File: config.mk
export PLATFORM = sky130hd
export DESIGN_NAME = gait_phase_assist_torque
export DESIGN_NICKNAME = d
export VERILOG_FILES = /design/src/rtl/core/gpat_pkg.sv /design/src/rtl/core/gait_phase_assist_torque.sv /design/src/rtl/core/gpat_step.sv
export SDC_FILE = /design/constraint.sdc
export NUM_CORES = 1
export LEC_CHECK = 0
export BUFFER_PORTS_ARGS = -buffer_cell sky130_fd_sc_hd__buf_2
export CAP_MARGIN = 25
export CORE_UTILIZATION = 60
export CTS_CLUSTER_DIAMETER = 30
export DETAILED_ROUTE_END_ITERATION = 7
export PLACE_DENSITY = 0.78
export SLEW_MARGIN = 40
export SYNTH_ARGS = -nofsm -noshare
export SYNTH_HDL_FRONTEND = slang
export SYNTH_HIERARCHICAL = 1
export SYNTH_SLANG_ARGS = --single-unit
export TNS_END_PERCENT = 10
File: constraint.sdc
create_clock -name i_clk -period 31.4 [get_ports i_clk]
set_input_delay 4.71 -clock i_clk [delete_from_list [all_inputs] [get_ports i_clk]]
set_output_delay 4.71 -clock i_clk [all_outputs]
set_load 0.005 [all_outputs]
File: src/rtl/core/gpat_pkg.sv
// Package: gait phase assist torque types, constants and phase encoding.
`timescale 1ns / 1ps

package gpat_pkg;

    localparam int ANGLE_W  = 16;
    localparam int TORQUE_W = 19;
    localparam int PHASE_W  = 3;
    localparam int CFG_IDX_W = 3;

    localparam logic signed [10:0] FILTER_GAIN = 11'sd655;
    localparam logic signed [20:0] TORQUE_MAX  = 21'sd196608;
    localparam logic signed [20:0] TORQUE_MIN  = -21'sd196608;

    typedef enum logic [6:0] {
        PH_LOAD     = 7'b0000001,
        PH_MID      = 7'b0000010,
        PH_TSTANCE  = 7'b0000100,
        PH_PRESWING = 7'b0001000,
        PH_ISWING   = 7'b0010000,
        PH_MSWING   = 7'b0100000,
        PH_TSWING   = 7'b1000000
    } t_phase;

    // phase numbers as reported on the result channel
    typedef enum logic [PHASE_W-1:0] {
        GAIT_LOADING   = 3'd0,
        GAIT_MIDSTANCE = 3'd1,
        GAIT_TSTANCE   = 3'd2,
        GAIT_PRESWING  = 3'd3,
        GAIT_ISWING    = 3'd4,
        GAIT_MSWING    = 3'd5,
        GAIT_TSWING    = 3'd6
    } t_gait_code;

    typedef enum logic [CFG_IDX_W-1:0] {
        CFG_MIDSTANCE_THIGH = 3'd0,
        CFG_TERMINAL_THIGH  = 3'd1,
        CFG_SWING_KNEE      = 3'd2,
        CFG_MID_SWING_KNEE  = 3'd3,
        CFG_END_SWING_KNEE  = 3'd4,
        CFG_LOADING_TARGET  = 3'd5,
        CFG_PUSH_TARGET     = 3'd6,
        CFG_LIFT_TARGET     = 3'd7
    } t_cfg_idx;

    typedef struct packed {
        logic signed [ANGLE_W-1:0]  midstance_thigh_limit;
        logic signed [ANGLE_W-1:0]  terminal_thigh_limit;
        logic signed [ANGLE_W-1:0]  swing_knee_limit;
        logic signed [ANGLE_W-1:0]  mid_swing_knee_limit;
        logic signed [ANGLE_W-1:0]  end_swing_knee_limit;
        logic signed [TORQUE_W-1:0] loading_target;
        logic signed [TORQUE_W-1:0] push_target;
        logic signed [TORQUE_W-1:0] lift_target;
    } t_cfg;

    localparam t_cfg CFG_RESET = '{
        midstance_thigh_limit: 16'sd500,
        terminal_thigh_limit:  -16'sd300,
        swing_knee_limit:      16'sd1500,
        mid_swing_knee_limit:  16'sd4000,
        end_swing_knee_limit:  16'sd2000,
        loading_target:        19'sd32768,
        push_target:           19'sd98304,
        lift_target:           -19'sd65536
    };

    function automatic logic [PHASE_W-1:0] phase_code(input t_phase p);
        logic [PHASE_W-1:0] c;
        c = GAIT_LOADING;
        case (p)
            PH_LOAD:     c = GAIT_LOADING;
            PH_MID:      c = GAIT_MIDSTANCE;
            PH_TSTANCE:  c = GAIT_TSTANCE;
            PH_PRESWING: c = GAIT_PRESWING;
            PH_ISWING:   c = GAIT_ISWING;
            PH_MSWING:   c = GAIT_MSWING;
            PH_TSWING:   c = GAIT_TSWING;
            default:     c = GAIT_LOADING;
        endcase
        return c;
    endfunction

endpackage

File: src/rtl/core/gait_phase_assist_torque.sv
// Top level: gait phase assist torque, input register, step logic, result register.
// o_valid rises once the step result of an accepted transaction is registered.
// Throughput: one transaction per cycle unless i_ready stalls the result register.
// Input register and result register each hold one transaction; while a result
// waits, one more transaction enters the input register, then o_ready drops.
// Reset (i_rst_n, synchronous, active low): registers to defaults, phase to loading,
// torque to zero, both channels empty; no clearing pass.
`timescale 1ns / 1ps

module gait_phase_assist_torque
    import gpat_pkg::*;
(
    input  logic                       i_clk,
    input  logic                       i_rst_n,
    input  logic                       i_valid,
    output logic                       o_ready,
    input  logic signed [ANGLE_W-1:0]  i_thigh_angle,
    input  logic signed [ANGLE_W-1:0]  i_knee_angle,
    input  logic                       i_foot_down,
    output logic                       o_valid,
    input  logic                       i_ready,
    output logic [PHASE_W-1:0]         o_phase_now,
    output logic signed [TORQUE_W-1:0] o_drive_torque,
    output logic                       o_in_stance,
    input  logic                       i_cfg_we,
    input  logic [CFG_IDX_W-1:0]       i_cfg_idx,
    input  logic [TORQUE_W-1:0]        i_cfg_data
);

    t_cfg                       r_cfg;
    logic                       r_in_valid;
    logic signed [ANGLE_W-1:0]  r_thigh;
    logic signed [ANGLE_W-1:0]  r_knee;
    logic                       r_foot;
    t_phase                     r_phase;
    logic signed [TORQUE_W-1:0] r_torque;
    logic                       r_out_valid;
    logic [PHASE_W-1:0]         r_phase_now;
    logic signed [TORQUE_W-1:0] r_drive;
    logic                       r_stance;

    t_phase                     n_phase;
    logic signed [TORQUE_W-1:0] n_torque;
    logic [PHASE_W-1:0]         n_phase_code;
    logic                       n_stance;
    logic                       w_adv;

    assign w_adv   = r_in_valid && (!r_out_valid || i_ready);
    assign o_ready = !r_in_valid || w_adv;

    always_ff @(posedge i_clk) begin
        if (!i_rst_n) begin
            r_cfg <= CFG_RESET;
        end else if (i_cfg_we) begin
            unique case (t_cfg_idx'(i_cfg_idx))
                CFG_MIDSTANCE_THIGH: r_cfg.midstance_thigh_limit <= i_cfg_data[ANGLE_W-1:0];
                CFG_TERMINAL_THIGH:  r_cfg.terminal_thigh_limit  <= i_cfg_data[ANGLE_W-1:0];
                CFG_SWING_KNEE:      r_cfg.swing_knee_limit      <= i_cfg_data[ANGLE_W-1:0];
                CFG_MID_SWING_KNEE:  r_cfg.mid_swing_knee_limit  <= i_cfg_data[ANGLE_W-1:0];
                CFG_END_SWING_KNEE:  r_cfg.end_swing_knee_limit  <= i_cfg_data[ANGLE_W-1:0];
                CFG_LOADING_TARGET:  r_cfg.loading_target        <= i_cfg_data;
                CFG_PUSH_TARGET:     r_cfg.push_target           <= i_cfg_data;
                CFG_LIFT_TARGET:     r_cfg.lift_target           <= i_cfg_data;
            endcase
        end
    end

    always_ff @(posedge i_clk) begin
        if (!i_rst_n) begin
            r_in_valid <= 1'b0;
        end else if (o_ready) begin
            r_in_valid <= i_valid;
        end
    end

    always_ff @(posedge i_clk) begin
        if (i_valid && o_ready) begin
            r_thigh <= i_thigh_angle;
            r_knee  <= i_knee_angle;
            r_foot  <= i_foot_down;
        end
    end

    gpat_step u_step (
        .i_phase       (r_phase),
        .i_torque      (r_torque),
        .i_thigh_angle (r_thigh),
        .i_knee_angle  (r_knee),
        .i_foot_down   (r_foot),
        .i_cfg         (r_cfg),
        .o_phase       (n_phase),
        .o_torque      (n_torque),
        .o_phase_code  (n_phase_code),
        .o_in_stance   (n_stance)
    );

    always_ff @(posedge i_clk) begin
        if (!i_rst_n) begin
            r_phase     <= PH_LOAD;
            r_torque    <= '0;
            r_out_valid <= 1'b0;
        end else begin
            if (w_adv) begin
                r_phase  <= n_phase;
                r_torque <= n_torque;
            end
            if (w_adv) begin
                r_out_valid <= 1'b1;
            end else if (i_ready) begin
                r_out_valid <= 1'b0;
            end
        end
    end

    always_ff @(posedge i_clk) begin
        if (w_adv) begin
            r_phase_now <= n_phase_code;
            r_drive     <= n_torque;
            r_stance    <= n_stance;
        end
    end

    assign o_valid        = r_out_valid;
    assign o_phase_now    = r_phase_now;
    assign o_drive_torque = r_drive;
    assign o_in_stance    = r_stance;

`ifndef SYNTH
    a_phase_step: assert property (@(posedge i_clk) disable iff (!i_rst_n)
        ($past(i_rst_n) && $past(w_adv)) |->
            (r_phase == $past(r_phase)
             || r_phase == t_phase'({$past(r_phase[5:0]), $past(r_phase[6])})))
        else $error("gait phase skipped a step");

    a_state_hold: assert property (@(posedge i_clk) disable iff (!i_rst_n)
        ($past(i_rst_n) && !$past(w_adv)) |-> ($stable(r_phase) && $stable(r_torque)))
        else $error("state changed without a transaction");

    a_torque_sat: assert property (@(posedge i_clk) disable iff (!i_rst_n)
        r_out_valid |-> ($signed({{2{r_drive[TORQUE_W-1]}}, r_drive}) <= TORQUE_MAX
                         && $signed({{2{r_drive[TORQUE_W-1]}}, r_drive}) >= TORQUE_MIN))
        else $error("drive torque outside saturation limits");

    a_result_matches_state: assert property (@(posedge i_clk) disable iff (!i_rst_n)
        ($past(i_rst_n) && $past(w_adv)) |-> (r_drive == r_torque
                                               && r_phase_now == phase_code(r_phase)))
        else $error("result register out of step with state");
`endif

endmodule

File: src/rtl/core/gpat_step.sv
// Gait phase transition, target select and torque low-pass filter for one tick.
`timescale 1ns / 1ps

module gpat_step
    import gpat_pkg::*;
(
    input  t_phase                     i_phase,
    input  logic signed [TORQUE_W-1:0] i_torque,
    input  logic signed [ANGLE_W-1:0]  i_thigh_angle,
    input  logic signed [ANGLE_W-1:0]  i_knee_angle,
    input  logic                       i_foot_down,
    input  t_cfg                       i_cfg,
    output t_phase                     o_phase,
    output logic signed [TORQUE_W-1:0] o_torque,
    output logic [PHASE_W-1:0]         o_phase_code,
    output logic                       o_in_stance
);

    logic signed [TORQUE_W-1:0] w_target;
    logic signed [TORQUE_W:0]   w_diff;
    logic signed [30:0]         w_prod;
    logic signed [14:0]         w_delta;
    logic signed [20:0]         w_acc;

    always_comb begin
        o_phase = i_phase;
        unique case (i_phase)
            PH_LOAD: begin
                if (i_thigh_angle > i_cfg.midstance_thigh_limit && i_foot_down) begin
                    o_phase = PH_MID;
                end
            end
            PH_MID: begin
                if (i_thigh_angle < i_cfg.terminal_thigh_limit) begin
                    o_phase = PH_TSTANCE;
                end
            end
            PH_TSTANCE: begin
                if (!i_foot_down) begin
                    o_phase = PH_PRESWING;
                end
            end
            PH_PRESWING: begin
                if (i_knee_angle > i_cfg.swing_knee_limit) begin
                    o_phase = PH_ISWING;
                end
            end
            PH_ISWING: begin
                if (i_knee_angle > i_cfg.mid_swing_knee_limit) begin
                    o_phase = PH_MSWING;
                end
            end
            PH_MSWING: begin
                if (i_knee_angle < i_cfg.end_swing_knee_limit) begin
                    o_phase = PH_TSWING;
                end
            end
            PH_TSWING: begin
                if (i_foot_down) begin
                    o_phase = PH_LOAD;
                end
            end
            default: begin
                o_phase = PH_LOAD;
            end
        endcase
    end

    always_comb begin
        case (o_phase)
            PH_LOAD:     w_target = i_cfg.loading_target;
            PH_TSTANCE:  w_target = i_cfg.push_target;
            PH_PRESWING: w_target = i_cfg.lift_target;
            default:     w_target = '0;
        endcase
    end

    // floor((target - current) * 655 / 2^16) via arithmetic shift
    assign w_diff  = {w_target[TORQUE_W-1], w_target} - {i_torque[TORQUE_W-1], i_torque};
    assign w_prod  = w_diff * FILTER_GAIN;
    assign w_delta = w_prod[30:16];
    assign w_acc   = {{2{i_torque[TORQUE_W-1]}}, i_torque} + {{6{w_delta[14]}}, w_delta};

    always_comb begin
        if (w_acc > TORQUE_MAX) begin
            o_torque = TORQUE_MAX[TORQUE_W-1:0];
        end else if (w_acc < TORQUE_MIN) begin
            o_torque = TORQUE_MIN[TORQUE_W-1:0];
        end else begin
            o_torque = w_acc[TORQUE_W-1:0];
        end
    end

    assign o_phase_code = phase_code(o_phase);
    assign o_in_stance  = (o_phase == PH_LOAD) || (o_phase == PH_MID)
                       || (o_phase == PH_TSTANCE) || (o_phase == PH_PRESWING);

endmodule
# After elaboration in Yosys (flattened, before gate mapping)
# Index checks and enable logic that the tools add are counted.
# word_totals
input_bits	60
output_inout_bits	25
elab_cells	83
reg_bits	221
# op_classes
n_reduce_logical	20
add_sub_neg	2
muxes	14
eq_ne	21
n_lt_le_gt_ge	7
n_mul	1
# ops
op	n
one-hot mux 19 bit (3 select lines)	1
two-way mux 7 bit	7
one-hot mux 7 bit (7 select lines)	1
> comparator 16 bit	3
two-way mux 19 bit	2
less-than comparator 16 bit	2
multiplier 20 x 11 -> 31 bit, second input constant	1
> comparator 21 x 19 -> 1 bit, second input constant	1
less-than comparator 21 x 19 -> 1 bit, second input constant	1
adder 19 x 15 -> 20 bit	1
subtractor 19 x 19 -> 20 bit	1
one-hot mux 3 bit (6 select lines)	1
AND reduction 2 bit	8
equality test 7 x 1 -> 1 bit, second input constant	2
equality test 7 x 2 -> 1 bit, second input constant	2
equality test 7 x 3 -> 1 bit, second input constant	2
equality test 7 x 4 -> 1 bit, second input constant	2
equality test 7 x 5 -> 1 bit, second input constant	2
equality test 7 x 6 -> 1 bit, second input constant	2
equality test 7 bit, second input constant	2
equality test 3 bit, second input constant	4
equality test 3 x 2 -> 1 bit, second input constant	2
logical OR 1 bit	5
equality test 3 x 1 -> 1 bit, second input constant	1
other kinds (5)	9

# Longest topological paths before layout
# Gate-level depths: netlist of the first run.
# logic_depth
ltp_word	12
mapped_depth	53
ltp_nobuf	51

# Cells and area by module
# The synthesis of the first run kept the hierarchy.
# modules_own_cells
mod	cells_each	area_each_um2	seq_area_each_um2	n_inst
gpat_step	1096	8729.6	0.0	1
gait_phase_assist_torque	674	7498.4	4984.8	1

# Least setup slack after synthesis of the first run
# No wires, ideal clock.
# synth_timing
path_kind	reg-to-reg
startpoint	reg r_knee[15]
endpoint	reg r_torque[12]
synth_period_minus_slack_ns	11.608
stages_incl_launch_ff	51
required_ns	31.328
path_slack_ns	19.792
setup_time_ns	0.072
path_buffers	2
arrival_ns	11.536
cell_sequence	edfxtp_1 > ha_1 > and4_1 > nand2_1 > a2111o_1 > o211ai_1 > mux2i_1 > o21ai_0 > and4_1 > nor3_1 > buf_2 > a222oi_1 > ha_1 > inv_1 > fa_1 > a211oi_1 > o21ai_0 > and2_1 > [... 15 more ...] > a21oi_1 > and4b_1 > o41a_1 > o21ai_0 > o22ai_1 > nor4b_1 > ha_1 > a21o_1 > a21oi_1 > or4b_1 > o211ai_2 > nor2_1 > nor2_1 > o31ai_2 > buf_6 > nor3_2 > nand2_1 > mux2i_1
# synth_between
elab_chain_len	11
elab_cells_between_ends	18
classes_between	add/sub: 2; mul: 1; order compare: 5; eq/ne: 3; mux: 7
# synth_rtl
item	line	rtl
start, declared	gait_phase_assist_torque.sv:33	logic signed [ANGLE_W-1:0] r_knee;
start signal, assigned	gait_phase_assist_torque.sv:79	r_knee <= i_knee_angle;
less-than comparator 16 bit (tied with other cells)	gpat_step.sv:54	if (i_knee_angle < i_cfg.end_swing_knee_limit) begin
two-way mux 7 bit (on tied branches)	gpat_step.sv:54, gpat_step.sv:44, gpat_step.sv:49	
one-hot mux 7 bit (7 select lines) *	gpat_step.sv:27	unique case (i_phase)
net n_phase[2]	gait_phase_assist_torque.sv:42	t_phase n_phase;
equality test 7 x 4 -> 1 bit (tied with other cells)	gpat_step.sv:70	case (o_phase)
one-hot mux 19 bit (3 select lines) *	gpat_step.sv:70	
subtractor 19 x 19 -> 20 bit *	gpat_step.sv:79	assign w_diff = {w_target[TORQUE_W-1], w_target} - {i_torque[TORQUE_W-1], i_torque};
multiplier 20 x 11 -> 31 bit *	gpat_step.sv:80	assign w_prod = w_diff * FILTER_GAIN;
adder 19 x 15 -> 20 bit *	gpat_step.sv:82	assign w_acc = {{2{i_torque[TORQUE_W-1]}}, i_torque} + {{6{w_delta[14]}}, w_delta};
less-than comparator 21 x 19 -> 1 bit	gpat_step.sv:87	end else if (w_acc < TORQUE_MIN) begin
two-way mux 19 bit	gpat_step.sv:87	
two-way mux 19 bit *	gpat_step.sv:85	if (w_acc > TORQUE_MAX) begin
net n_torque[12]	gait_phase_assist_torque.sv:43	logic signed [TORQUE_W-1:0] n_torque;
end signal, assigned	gait_phase_assist_torque.sv:105	r_torque <= n_torque;
end, declared	gait_phase_assist_torque.sv:36	logic signed [TORQUE_W-1:0] r_torque;
# Mark *: on every way through the listed nets, which the timed path passes. The rest lies on a longest branch.
# A chain may end at the register's enable or synchronous reset.

# Worst setup path in the final report of the first run
# layout_timing
startpoint	reg r_knee[13]
endpoint	reg r_torque[1]
# Same word-level chain as after synthesis.

==> impl_metrics.json, run 1 <==
{
  "postRouteWirelength_mm": 39.8,
  "fp.dieW_um": 166,
  "n_antenna_cell": 0,
  "yosysUniqueCellTypes": 91,
  "cts-htree-levels": 2,
  "grt_max_degree": 110,
  "cp_slowest_cell": "xor2_1",
  "met1_usage": 0.349,
  "synth.ff_latch_count": 221,
  "cp-end-kind": "register",
  "syn_area_um2": 16200,
  "tns_ps": 0,
  "gr-max-usage-layer": "met2",
  "routedWlPerCell_um": 18.0,
  "avgSynthCellArea_um2": 9.17,
  "drtIter0Drc": 653,
  "setup_violations": 0,
  "final.min_clock_period_ps": 13080,
  "io_pins": 85,
  "clk_latency_ps": 530,
  "cts_root_buffer": "clkbuf_16",
  "drive_above_1_share": 0.118,
  "critPathMaxStageDelay_ps": 600,
  "finalNetCount": 2183,
  "synth_top_area_share": 0.204,
  "grt_use_met3": 0.0425,
  "clock_skew_ps": 16.2,
  "cts_buffers": 39,
  "fin_ws_ps": 18320,
  "dp_hpwl_mm": 29.9,
  "layout_commonest_cell": "inv_1",
  "maxCapViolCount": 0,
  "portBuffers": 84,
  "clockBufferDepth": 3,
  "yosys.area.top_type": "dfxtp_1",
  "post_cts_buffers": 0,
  "drc": 0,
  "ys_async_sr_fraction": 0,
  "synthTopCellsByArea": "dfxtp_1, ha_1, edfxtp_1",
  "gp_congestion": 0.935,
  "slew_violations": 0,
  "die_y_um": 166,
  "rows": 59,
  "antenna_found_initial": 0,
  "slew_headroom": 0.434,
  "num_vias": 12900,
  "ys_warn_count": 6,
  "cpMostUsedCell": "ha_1",
  "post_cts_resized": 0,
  "cp.required_ps": 31840,
  "gr-total-overflow": 0,
  "yosys_most_used_dff": "dfxtp_1",
  "grt_pass1_vias": 13100,
  "viasPerCell": 5.86,
  "syn_inst": 1770,
  "start_util": 0.618,
  "global_route.usage.met2": 0.504,
  "status": "finished, final reports clean",
  "synth_fp_nets": 2113,
  "ant_nets": 0,
  "crit_arrival_ps": 13520,
  "grt_util_all_layers": 0.290,
  "hold_buffers": 0,
  "dieArea_um2": 27700,
  "rsz0062_at_grt": "no",
  "fmax_mhz": 76.5,
  "synth_edf_count": 56,
  "cts_num_sinks": 221,
  "hold_viol": 0,
  "crit_type": "reg2reg",
  "timing.final.crit_share": 0.417,
  "crit_fanout": 23,
  "yosysSeqAreaShare": 0.307,
  "dp_slack_ps": 17900,
  "hold_path.class": "reg2reg",
  "core_area_um2": 26300,
  "cts_tree": "done",
  "path_clk_slew_ps": 50,
  "tightest_slew_ps": 843,
  "final_cell_mix": "inv_1, ha_1, dfxtp_1",
  "crit_path_start_kind": "register",
  "first_pass_iters": 5,
  "grt_pass1_wl_mm": 64.4,
  "areaGrowthSynthToFinish_pct": 12.6
}
[path summary, 6_finish.rpt]
check | cells after the start | endpoint | slack (ps) | startpoint
worst max-delay path | 48 | r_torque[1] | 18320 | r_knee[13]
worst min-delay path | 2 | r_cfg[135] | 450 | r_cfg[135]
worst max register to register | 48 | r_torque[1] | 18320 | r_knee[13]
worst min register to register | 2 | r_cfg[135] | 450 | r_cfg[135]
[layout make-up]
class                      count  area [µm²]
fill                        2014        8010
tap                          335         419
sequential                   221        4980
timing repair buffer          99         543
clock inverter                25         265
clock buffer                  46        1040
inverter                     248         931
multi-input combinational   1231       10100
[sequential cells by signal, summed over array words and instances, names as in the netlist]
name and count:
r_in_valid 1, r_phase 7, o_drive_torque 19, r_foot 1
r_thigh 16, o_phase_now 3, r_cfg 137, r_torque 19
o_in_stance 1, o_valid 1, r_knee 16
[critical path, delay by kind of cell, from the launching register on]
| family | cells | cell delay (ps) |
|---|---|---|
| AOI/OAI and AO/OA | 18 | 4150 |
| xor gates and xnor gates | 1 | 600 |
| adders and majority gates | 10 | 3830 |
| buffers and inverters | 5 | 490 |
| DFF | 1 | 450 |
| muxes | 1 | 190 |
| and+or+nand+nor | 13 | 3240 |
[cell usage after synthesis (7+ instances only)]
cell type / count
edfxtp_1: 56
nand3_2: 10
nor3_1: 21
fa_1: 73
xnor2_1: 32
buf_1: 11
o21bai_1: 8
o211ai_1: 7
a211oi_1: 10
nor2b_1: 28
xor2_1: 15
nand3_1: 110
o21ai_2: 12
nand2_1: 153
a21o_1: 34
o21a_1: 13
dfxtp_1: 165
clkbuf_1: 36
nand2b_1: 13
inv_1: 246
buf_2: 15
a31oi_1: 10
a221o_1: 19
and2_1: 9
mux2i_1: 61
nor2_1: 57
nand4_1: 19
and3_1: 9
o21ai_0: 120
ha_1: 210
a21oi_1: 58
[metal layers]
layer | wire, µm | share of wire
met3 | 1870 | 0.047
met5 | 0 | 0
met2 | 19400 | 0.49
met4 | 1820 | 0.046
met1 | 16700 | 0.42
[metrics by stage]
step,std cells,cell area (µm²),utilization,hold WS [ps]
global route,2205,18300,0.695,475
floorplan,1770,16200,-,436
global placement,2134,16900,0.642,445
CTS,2205,18200,0.694,457
detailed placement,2134,16900,0.644,451
finish,2205,18300,0.695,455
[logic make-up after synthesis]
| kind of cell | synth area share |
|---|---|
| and+or+nand+nor | 0.155 |
| AOI/OAI and AO/OA | 0.143 |
| buffers and inverters | 0.0779 |
| adders and majority gates | 0.253 |
| DFF | 0.307 |
| muxes | 0.0383 |
| xor gates and xnor gates | 0.0264 |
Power of run 1 is left out: the tool's default activity adds up to more than one toggle a clock period on the data nets, which glitch-free logic cannot reach.
==> inputs of run 2 (changes only) <==
--- a/config.mk
+++ b/config.mk
@@ -7,7 +7,7 @@
 export LEC_CHECK = 0
 export BUFFER_PORTS_ARGS = -buffer_cell sky130_fd_sc_hd__buf_2
 export CAP_MARGIN = 25
-export CORE_UTILIZATION = 60
+export CORE_UTILIZATION = 57
 export CTS_CLUSTER_DIAMETER = 30
 export DETAILED_ROUTE_END_ITERATION = 7
 export PLACE_DENSITY = 0.78
==> constraint.sdc (replaced) <==
create_clock -name i_clk -period 11.8 [get_ports i_clk]
set_input_delay 1.77 -clock i_clk [delete_from_list [all_inputs] [get_ports i_clk]]
set_output_delay 1.77 -clock i_clk [all_outputs]
set_load 0.005 [all_outputs]
==> run 2 against run 1 <==
Hold slack improved by 0.92 ps. First-iteration DRC count is 41% higher. Register-to-register slack worse by 18000 ps. Non-clock buffer count increased by 71. Count of clock-buffer cells in the layout is 10 higher. Final cell count rose by 5.4%. Flip-flop and latch count did not move. Clock skew is 3.4 ps higher. Global-route usage shrank 0.78 points. Critical path depth unchanged. Highest routed layer unchanged.
==> impl_metrics.json, run 2 (synthesis results as in run 1) <==
{
  "layout_commonest_cell": "inv_1",
  "gp_congestion": 0.915,
  "crit_arrival_ps": 12050,
  "gr-max-usage-layer": "met2",
  "met1_usage": 0.342,
  "num_vias": 13500,
  "place_area_um2": 17200,
  "cp_slowest_cell": "fa_1",
  "cts-htree-levels": 2,
  "maxCapViolCount": 0,
  "hold_path.class": "reg2reg",
  "rows": 61,
  "cts_tree": "done",
  "grt_pass1_wl_mm": 65.1,
  "fmax_mhz": 85.7,
  "cts_buffers": 42,
  "slew_violations": 0,
  "crit_path_start_kind": "register",
  "grt_util_all_layers": 0.282,
  "cts_root_buffer": "clkbuf_16",
  "crit_fanout": 6,
  "first_pass_iters": 7,
  "cts_num_sinks": 221,
  "grt_max_degree": 108,
  "clockBufferDepth": 3,
  "hold_viol": 0,
  "final_cell_mix": "inv_1, ha_1, dfxtp_1",
  "dp_slack_ps": -443,
  "path_clk_slew_ps": 50,
  "portBuffers": 84,
  "timing.final.crit_share": 0.989,
  "gr-total-overflow": 0,
  "drtIter0Drc": 922,
  "global_route.usage.met2": 0.506,
  "status": "finished, final reports clean",
  "critPathMaxStageDelay_ps": 540,
  "regMostFlops": "r_cfg",
  "crit_type": "reg2reg",
  "grt_use_met3": 0.0393,
  "areaGrowthSynthToFinish_pct": 21.3,
  "clk_latency_ps": 520,
  "largest_reg_flops": 137,
  "tightest_slew_ps": 778,
  "routedWlPerCell_um": 18.2,
  "setup_violations": 0,
  "antenna_found_initial": 0,
  "slew_headroom": 0.477,
  "final.min_clock_period_ps": 11670,
  "drc": 0,
  "cp-end-kind": "register",
  "placed_cells": 2214,
  "fin_ws_ps": 131,
  "fp.dieW_um": 171,
  "io_pins": 85,
  "postRouteWirelength_mm": 42.2,
  "dp_hpwl_mm": 30.4,
  "design_area_um2": 19700,
  "ant_nets": 0,
  "instances_no_fill": 2323,
  "fillers": 2008,
  "clock_skew_ps": 19.6,
  "grt_pass1_vias": 13300,
  "core_area_um2": 27900,
  "dieArea_um2": 29100,
  "viasPerCell": 5.83,
  "n_antenna_cell": 0,
  "cp.required_ps": 12180,
  "start_util": 0.583,
  "die_y_um": 171,
  "post-route-util": 0.707,
  "finalNetCount": 2257,
  "drive_above_1_share": 0.202
}
## run 2: cell types whose count changed in the layout (fill, tap and decap cells not counted), moves of 5 or more
cell	change
buf_6	+5
ha_2	+7
buf_4	+65
inv_1	-5
a21oi_2	+12
o21ai_0	-9
inv_2	+5
ha_4	+18
a21oi_1	-15
ha_1	-25
## run 2: final timing paths
kind / depth (start not counted) / endpoint / from / slack (ps)
worst max-delay path: 48 / r_torque[13] / r_knee[5] / 130
worst max register to register: 48 / r_torque[13] / r_knee[5] / 130
worst min-delay path: 2 / r_cfg[131] / r_cfg[131] / 460
worst min register to register: 2 / r_cfg[131] / r_cfg[131] / 460
## run 2: worst max-delay path, delay by kind of cell, from the launching register on
| kind | cells | cell delay, ps |
|---|---|---|
| AOI/OAI and AO/OA | 22 | 4630 |
| adders and majority gates | 9 | 3410 |
| and+or+nand+nor | 10 | 1910 |
| muxes | 2 | 480 |
| DFF | 1 | 460 |
| buffers and inverters | 4 | 430 |
| xor gates and xnor gates | 1 | 190 |
## run 2: area by class of cell
type                    instances  area [µm²]  area share
clock buffers                  56        1180      0.0597
clock inverters                19         253      0.0128
inverters                     248         931      0.0473
multi-input cells            1231       10800       0.547
flip-flops and latches        221        4980       0.253
well taps                     378         473      0.0240
repair buffers                170        1090      0.0555
## run 2: through the flow
stage | hold WS [ps] | TNS [ps]
final | 456 | 0
after global placement | 446 | -298
after detailed placement | 450 | -9390
after floorplan | 436 | 0
after global routing | 469 | -4270
after CTS | 457 | 0
## run 2: repair_timing
action,4_1_cts,5_1_grt
gates resized for setup,16,134
pin swaps,7,69
setup buffers,6,26
hold buffers,0,0
gates cloned,1,1
setup endpoints to repair,33,36
## run 2: per-layer routing
layer,wire (µm),part of all wire
met2,21400,0.51
met3,2240,0.053
met5,0,0
met4,1500,0.035
met1,17100,0.40
Power of run 2 is left out for the same reason.
